<file path="config.mk">
export PLATFORM = sky130hd
export DESIGN_NAME = unique_address_list_top_flat
export DESIGN_NICKNAME = d
export VERILOG_FILES = /design/src/hw/rtl/ual_pkg.sv /design/src/hw/rtl/ual_if.sv /design/src/hw/rtl/unique_address_list_top.sv /design/src/hw/rtl/ual_mem.sv /design/src/flat_wrapper.sv
export SDC_FILE = /design/constraint.sdc
export NUM_CORES = 1
export LEC_CHECK = 0
export CELL_PAD_IN_SITES_DETAIL_PLACEMENT = 1
export CELL_PAD_IN_SITES_GLOBAL_PLACEMENT = 1
export CORE_AREA = 2 2 356 358
export DETAILED_ROUTE_END_ITERATION = 8
export DIE_AREA = 0 0 358 360
export DONT_BUFFER_PORTS = 1
export PLACE_DENSITY = 0.62
export REMOVE_ABC_BUFFERS = 1
export SLEW_MARGIN = 20
export SYNTH_ARGS = -nofsm -noshare
export SYNTH_HDL_FRONTEND = slang
export SYNTH_SLANG_ARGS = --single-unit
</file>
<file path="constraint.sdc">
create_clock -name clk -period 8 [get_ports clk]
set_input_delay 0.4 -clock clk [delete_from_list [all_inputs] [get_ports clk]]
set_output_delay 0.4 -clock clk [all_outputs]
set_load 0.005 [all_outputs]
</file>
<file path="src/hw/rtl/ual_pkg.sv">
// ----------------------------------------------------------------------------
// ual_pkg
// Shared constants for the unique address list: field widths, operation
// codes and the default list depth.
// ----------------------------------------------------------------------------
package ual_pkg;

	localparam int KEY_W           = 32;
	localparam int MODE_W          = 2;
	localparam int COUNT_W         = 6;
	localparam int MAX_ENTRIES_DEF = 32;

	localparam logic [MODE_W-1:0] MODE_ADD    = 2'd0;
	localparam logic [MODE_W-1:0] MODE_REMOVE = 2'd1;
	localparam logic [MODE_W-1:0] MODE_QUERY  = 2'd2;

endpackage

</file>
<file path="src/hw/rtl/ual_if.sv">
// ----------------------------------------------------------------------------
// ual_req_if / ual_rsp_if
// Valid/ready channels for the unique address list: operation requests in,
// one response per request out.
// ----------------------------------------------------------------------------
interface ual_req_if;
	logic                        valid;
	logic                        ready;
	logic [ual_pkg::MODE_W-1:0]  mode;
	logic [ual_pkg::KEY_W-1:0]   key;

	modport source (output valid, output mode, output key, input ready);
	modport sink   (input valid, input mode, input key, output ready);
endinterface

interface ual_rsp_if;
	logic                        valid;
	logic                        ready;
	logic                        found;
	logic                        overwrote_last;
	logic [ual_pkg::COUNT_W-1:0] count;

	modport source (output valid, output found, output overwrote_last, output count,
		input ready);
	modport sink   (input valid, input found, input overwrote_last, input count,
		output ready);
endinterface

</file>
<file path="src/hw/rtl/unique_address_list_top.sv">
// ----------------------------------------------------------------------------
// unique_address_list_top
// Packed, ordered list of unique 32-bit addresses with add, remove and
// membership query, held in a single-port-read synchronous memory.
// ----------------------------------------------------------------------------
// Usage:
//   req carries one transaction per operation: mode (add, remove, query; the
//   unused code acts as a query) and the key. rsp returns exactly one
//   transaction per request: found (key present before the operation),
//   overwrote_last (an add hit a full list and replaced the last entry) and
//   count (entries afterwards, low six bits).
//   The scan reads one entry a cycle from the entry memory. A remove moves
//   every later entry down one place through the same memory port after
//   the match.
//   One request is worked at a time; req.ready is high only while idle.
//   The response sits in an output register, so the next request is taken
//   while a response still waits. If rsp is stalled, the block holds a
//   finished result until the register frees and takes nothing new.
//   Reset clears the count and all control state; the memory is not
//   cleared, since no entry at or beyond the count is ever read.
// ----------------------------------------------------------------------------
module unique_address_list_top #(
	parameter int MAX_ENTRIES = ual_pkg::MAX_ENTRIES_DEF
) (
	input  logic      clk,
	input  logic      arst_n,
	ual_req_if.sink   req,
	ual_rsp_if.source rsp
);

	localparam int IDX_W = $clog2(MAX_ENTRIES);
	localparam int CNT_W = $clog2(MAX_ENTRIES + 1);
	localparam logic [CNT_W-1:0] CNT_MAX  = CNT_W'(MAX_ENTRIES);
	localparam logic [IDX_W-1:0] IDX_LAST = IDX_W'(MAX_ENTRIES - 1);

	localparam logic [2:0] ST_IDLE  = 3'd0;
	localparam logic [2:0] ST_SCAN  = 3'd1;
	localparam logic [2:0] ST_ADD   = 3'd2;
	localparam logic [2:0] ST_SHIFT = 3'd3;
	localparam logic [2:0] ST_RESP  = 3'd4;

	logic [2:0]                  state_q;
	logic [ual_pkg::MODE_W-1:0]  mode_q;
	logic [ual_pkg::KEY_W-1:0]   key_q;
	logic [CNT_W-1:0]            count_q;
	logic [CNT_W-1:0]            idx_q;
	logic                        found_q;
	logic                        overwrote_q;

	// read pipeline: one entry in flight behind the issue index
	logic                        rd_valid_s1;
	logic [CNT_W-1:0]            rd_idx_s1;

	logic                        rsp_valid_q;
	logic                        rsp_found_q;
	logic                        rsp_overwrote_q;
	logic [ual_pkg::COUNT_W-1:0] rsp_count_q;

	logic                        hit;
	logic                        issue;
	logic                        full;
	logic                        rd_en;
	logic [IDX_W-1:0]            rd_addr;
	logic [ual_pkg::KEY_W-1:0]   rd_data;
	logic                        wr_en;
	logic [IDX_W-1:0]            wr_addr;
	logic [ual_pkg::KEY_W-1:0]   wr_data;
	logic [CNT_W-1:0]            dst_idx;

	assign req.ready          = (state_q == ST_IDLE);
	assign rsp.valid          = rsp_valid_q;
	assign rsp.found          = rsp_found_q;
	assign rsp.overwrote_last = rsp_overwrote_q;
	assign rsp.count          = rsp_count_q;

	assign full = (count_q == CNT_MAX);

	// first match stops the scan; later reads are not issued
	assign hit = (state_q == ST_SCAN) && rd_valid_s1 && (rd_data == key_q);

	// read the next live entry while scanning or shifting
	assign issue = (((state_q == ST_SCAN) && !hit) || (state_q == ST_SHIFT))
		&& (idx_q < count_q);

	assign rd_en   = issue;
	assign rd_addr = idx_q[IDX_W-1:0];
	assign dst_idx = rd_idx_s1 - CNT_W'(1);

	// write port: append/overwrite on add, move an entry down one place on shift
	always_comb begin
		wr_en   = 1'b0;
		wr_addr = dst_idx[IDX_W-1:0];
		wr_data = rd_data;
		if (state_q == ST_ADD) begin
			wr_en   = 1'b1;
			wr_addr = full ? IDX_LAST : count_q[IDX_W-1:0];
			wr_data = key_q;
		end else if ((state_q == ST_SHIFT) && rd_valid_s1) begin
			wr_en = 1'b1;
		end
	end

	ual_mem #(
		.DEPTH  (MAX_ENTRIES),
		.ADDR_W (IDX_W),
		.DATA_W (ual_pkg::KEY_W)
	) u_mem (
		.clk     (clk),
		.wr_en   (wr_en),
		.wr_addr (wr_addr),
		.wr_data (wr_data),
		.rd_en   (rd_en),
		.rd_addr (rd_addr),
		.rd_data (rd_data)
	);

	// payload registers: no reset needed
	always_ff @(posedge clk) begin
		if (req.valid && req.ready) begin
			mode_q <= req.mode;
			key_q  <= req.key;
		end
		if (issue) begin
			rd_idx_s1 <= idx_q;
		end
		if ((state_q == ST_RESP) && (!rsp_valid_q || rsp.ready)) begin
			rsp_found_q     <= found_q;
			rsp_overwrote_q <= overwrote_q;
			rsp_count_q     <= ual_pkg::COUNT_W'(count_q);
		end
	end

	// control
	always_ff @(posedge clk or negedge arst_n) begin
		if (!arst_n) begin
			state_q     <= ST_IDLE;
			count_q     <= '0;
			idx_q       <= '0;
			found_q     <= 1'b0;
			overwrote_q <= 1'b0;
			rd_valid_s1 <= 1'b0;
			rsp_valid_q <= 1'b0;
		end else begin
			// load a finished result once the register frees; drop it once taken
			if ((state_q == ST_RESP) && (!rsp_valid_q || rsp.ready)) begin
				rsp_valid_q <= 1'b1;
			end else if (rsp_valid_q && rsp.ready) begin
				rsp_valid_q <= 1'b0;
			end

			unique case (state_q)
				ST_IDLE: begin
					if (req.valid) begin
						idx_q       <= '0;
						found_q     <= 1'b0;
						overwrote_q <= 1'b0;
						rd_valid_s1 <= 1'b0;
						state_q     <= ST_SCAN;
					end
				end
				ST_SCAN: begin
					rd_valid_s1 <= issue;
					if (issue) begin
						idx_q <= idx_q + CNT_W'(1);
					end
					if (hit) begin
						found_q <= 1'b1;
						if (mode_q == ual_pkg::MODE_REMOVE) begin
							idx_q   <= rd_idx_s1 + CNT_W'(1);
							state_q <= ST_SHIFT;
						end else begin
							state_q <= ST_RESP;
						end
					end else if (!issue && !rd_valid_s1) begin
						// scanned every live entry without a match
						state_q <= (mode_q == ual_pkg::MODE_ADD) ? ST_ADD : ST_RESP;
					end
				end
				ST_ADD: begin
					if (full) begin
						overwrote_q <= 1'b1;
					end else begin
						count_q <= count_q + CNT_W'(1);
					end
					state_q <= ST_RESP;
				end
				ST_SHIFT: begin
					rd_valid_s1 <= issue;
					if (issue) begin
						idx_q <= idx_q + CNT_W'(1);
					end
					if (!issue && !rd_valid_s1) begin
						count_q <= count_q - CNT_W'(1);
						state_q <= ST_RESP;
					end
				end
				ST_RESP: begin
					// hold until the output register is free
					if (!rsp_valid_q || rsp.ready) begin
						state_q <= ST_IDLE;
					end
				end
				default: begin
					state_q <= ST_IDLE;
				end
			endcase
		end
	end

endmodule

</file>
<file path="src/hw/rtl/ual_mem.sv">
// ----------------------------------------------------------------------------
// ual_mem
// Entry store: one write port and one read port, read data registered.
// ----------------------------------------------------------------------------
module ual_mem #(
	parameter int DEPTH  = ual_pkg::MAX_ENTRIES_DEF,
	parameter int ADDR_W = $clog2(ual_pkg::MAX_ENTRIES_DEF),
	parameter int DATA_W = ual_pkg::KEY_W
) (
	input  logic              clk,
	input  logic              wr_en,
	input  logic [ADDR_W-1:0] wr_addr,
	input  logic [DATA_W-1:0] wr_data,
	input  logic              rd_en,
	input  logic [ADDR_W-1:0] rd_addr,
	output logic [DATA_W-1:0] rd_data
);

	logic [DATA_W-1:0] mem [DEPTH];

	always_ff @(posedge clk) begin
		if (wr_en) begin
			mem[wr_addr] <= wr_data;
		end
	end

	always_ff @(posedge clk) begin
		if (rd_en) begin
			rd_data <= mem[rd_addr];
		end
	end

endmodule

</file>
<file path="src/flat_wrapper.sv">
// flat-port wrapper written by rule: the top's interface ports become plain ports
module unique_address_list_top_flat 
#(
	parameter int MAX_ENTRIES = ual_pkg::MAX_ENTRIES_DEF
)
  (clk, arst_n, req_valid, req_mode, req_key, req_ready, rsp_valid, rsp_found, rsp_overwrote_last, rsp_count, rsp_ready);
  ual_req_if req_i ();
  ual_rsp_if rsp_i ();
  input  logic clk;
  input  logic arst_n;
  input wire logic [$bits(req_i.valid)-1:0] req_valid;
  input wire logic [$bits(req_i.mode)-1:0] req_mode;
  input wire logic [$bits(req_i.key)-1:0] req_key;
  output wire logic [$bits(req_i.ready)-1:0] req_ready;
  output wire logic [$bits(rsp_i.valid)-1:0] rsp_valid;
  output wire logic [$bits(rsp_i.found)-1:0] rsp_found;
  output wire logic [$bits(rsp_i.overwrote_last)-1:0] rsp_overwrote_last;
  output wire logic [$bits(rsp_i.count)-1:0] rsp_count;
  input wire logic [$bits(rsp_i.ready)-1:0] rsp_ready;
  assign req_i.valid = req_valid;
  assign req_i.mode = req_mode;
  assign req_i.key = req_key;
  assign req_ready = req_i.ready;
  assign rsp_valid = rsp_i.valid;
  assign rsp_found = rsp_i.found;
  assign rsp_overwrote_last = rsp_i.overwrote_last;
  assign rsp_count = rsp_i.count;
  assign rsp_i.ready = rsp_ready;
  unique_address_list_top #(.MAX_ENTRIES(MAX_ENTRIES)) u_core (.clk(clk), .arst_n(arst_n), .req(req_i), .rsp(rsp_i));
endmodule
</file>
==> results.cfg <==
[min_path]
hp-class = input port to register
whs_endpoint = u_core.state_q[0]
holdPathStages = 4
worstHoldStart = rsp_ready

[sta]
period_share_pct = 55.5
finalSetupViolCount = 0
fin_ws_ps = 3560
drv_slew = 0
fmax_mhz = 225
fin_crit_ps = 4440
tns_ps = 0
fin_skew_ps = 86.8
slew_headroom_pct = 22.3
hold_viol = 0
grt_setup_unrepaired = false
tightest_slew_ps = 1170

[worst_setup_path]
crit_required_ps = 8360
rr_worst_depth = 7
cpPeakStageDelay_ps = 970
path_class = register to register
path_cells = or4_1 -> nor3_2 -> nor3_1 -> nor3_1 -> nand2_1 -> nor2_4 -> buf_4
worstReg2RegEnd = u_core.u_mem.mem[1][1]
cpMostUsedCell = nor3_1
critical_path.slowest_cell = nor2_4
worstPathArrival_ps = 4800
regToRegSetupSlack_ps = 3560
cp_max_fo = 19
start_kind = register
r2r_start = u_core.count_q[3]
cp-end-kind = register

[place]
place_congestion = 0.770
dp_hpwl_mm = 61.4
placed_area_um2 = 46000
portBuffers = 0
place_ws_ps = 3480

[logic_synthesis]
yosysUniqueCellTypes = 54
synth_seq_area_share_pct = 77.2
synth_area_leader_cell = edfxtp_1
yosys.area.top_type_share_pct = 76.1
avgSynthCellArea_um2 = 23.5
synthesis.area_um2 = 43600
ys_ff_latch = 1123
ys.flop_type = edfxtp_1
synthTopCellsByArea = edfxtp_1, mux4_2, mux2_2, dfrtp_1, xnor2_1
yosysWarnings = 0
synth_edf_count = 1104
netlist_instances = 1855
async_flop_share_pct = 1.69

[cts]
cts_tree = built
clk_pin_slew_ps = 60
cts_hold_buf = 37
numCtsBuffers = 113
cts-root-buf = clkbuf_16
cts_setup_buffers = 0
cts_max_path_buffers = 3
postCtsResizedCells = 0
htreeDepth = 3
clock_latency_ps = 740
numClockSinks = 1123

[global_routing]
grt_pass1_vias = 21200
grtUsageTotal_pct = 16.9
grt_start_max_net_pins = 69
grt_first_pass_wirelength_mm = 157
grt_antenna_before_repair = 5
grt-ovfl-total = 0

[pwr]
p_total_w = 0.0184
cellPowerDensity_nw_per_um2 = 368
p_leak_nw = 15.2
vdd_drop_max_mv = 0.227

[die]
start_util_pct = 34.9
coreArea_um2 = 125000
fp.dieArea_um2 = 129000
die_y_um = 360
die_w_um = 358
pin_count = 48
row_count = 130

[cells_and_area]
syn_to_final_growth_pct = 14.9
layout.nets = 2026
drive_above_1_share_pct = 30.9
fin_util_pct = 40.1
fin_area_um2 = 50000

[routing]
routed_wl_mm = 108
via_per_inst = 5.34
wl_per_cell_um = 29.0
drt_first_pass_iters = 5
drc = 0
via_count = 19900
drtIter0Drc = 1990
antenna_left = 0

[flow_run]
drv_cap = 0

[run_status]
outcome = finished, final reports clean
==> cells in the final DEF (no fill, tap or decap), types with 16 or more instances in the layout <==
master         count
edfxtp_1        1104
mux4_2           320
clkbuf_16        113
mux2_2            63
buf_4             45
dlygate4sd3_1     37
clkinv_1          34
nor2_4            32
xnor2_1           27
nand2_1           25
clkbuf_1          21
clkinv_2          19
xor2_1            17
inv_1             16
a21oi_1           16
==> sequential cells by signal (all words and copies together) (netlist names), 2 cells and up <==
| register | count |
|---|---|
| u_core.rsp.count | 6 |
| u_core.count_q | 6 |
| u_core.state_q | 3 |
| u_core.idx_q | 6 |
| u_core.rd_idx_s1 | 6 |
| u_core.key_q | 32 |
| u_core.u_mem.mem | 1024 |
| u_core.mode_q | 2 |
| u_core.u_mem.rd_data | 32 |
==> stage by stage <==
step | hold slack, ps | cells
final | 44.9 | 3725
after global routing | 90.1 | 3725
after CTS | 1.12 | 3722
after detailed placement | 105 | 3472
after global placement | 105 | 3468
after floorplan | 104 | 1772
==> kinds of logic (layout without fill, tap and decap cells) <==
kind of cell             after synthesis  after routing  synth area share (%)
adder cells (fa/ha/maj)               13             13                 0.391
AND/OR/NAND/NOR                      135            135                  1.51
AO/OA/AOI/OAI                         55             55                 0.893
other                                  0              2                     0
buffers and inverters                102            320                 0.973
flip-flops                          1123           1123                  77.2
multiplexers                         383            383                  18.2
XOR/XNOR                              44             44                 0.884
==> routing by layer <==
layer | routed length [µm] | GRT usage [%]
met1 | 47000 | 24.0
met2 | 52400 | 26.9
met3 | 6400 | 3.07
met4 | 2160 | 4.32
met5 | 16 | 0
==> cells in the mapped netlist, drive strengths merged, types with 2 or more instances <==
cell	instances
a2111oi	2
a211o	2
a21o	4
a21oi	16
a31oi	2
and2	2
buf	34
clkbuf	49
dfrtp	19
edfxtp	1104
ha	12
inv	19
mux2	63
mux4	320
nand2	27
nand2b	5
nand3	11
nand3b	2
nand4	6
nor2	47
nor2b	5
nor3	9
nor3b	2
nor4	7
o211ai	3
o21a	2
o21ai	8
o22ai	2
o31a	2
o31ai	3
or3	7
or4	4
xnor2	27
xor2	17
==> critical path: cells and delay by family (launching register included) <==
kind | cells | cell delay [ps]
flops | 1 | 450
simple gates | 6 | 3180
buf+inv | 1 | 450
==> worst max path at each step <==
| stage | end | from | cells past startpoint | slack (ps) |
|---|---|---|---|---|
| 6_report | u_core.u_mem.mem[1][1] | u_core.count_q[3] | 7 | 3560 |
| 3_3_place_gp | u_core.u_mem.mem[26][3] | u_core.state_q[1] | 5 | 3620 |
| 3_5_place_dp | u_core.u_mem.mem[10][17] | u_core.state_q[0] | 6 | 3480 |
| 4_1_cts | u_core.u_mem.mem[10][28] | u_core.state_q[0] | 6 | 3440 |
| 2_1_floorplan | u_core.u_mem.rd_data[0] | u_core.idx_q[0] | 3 | -3410 |
| 5_1_grt | u_core.u_mem.mem[1][1] | u_core.count_q[4] | 7 | 3410 |
==> layout make-up <==
type	count	area (µm²)
fill	11700	74900
sequential	1123	33600
multi-input combinational	630	9770
clock buffer	134	2910
tap	1650	2060
timing repair buffer	88	805
clock inverter	79	786
inverter	19	73.8
antenna	2	5.00
==> power breakdown <==
group | switching [W] | leakage (nW) | internal [W] | total (W)
Combinational | 0.00308 | 3.26 | 0.00196 | 0.00504
Clock | 0.00227 | 1.79 | 0.00299 | 0.00526
Sequential | 0.000281 | 10.2 | 0.00785 | 0.00813
(Power assumes the default switching activity.)
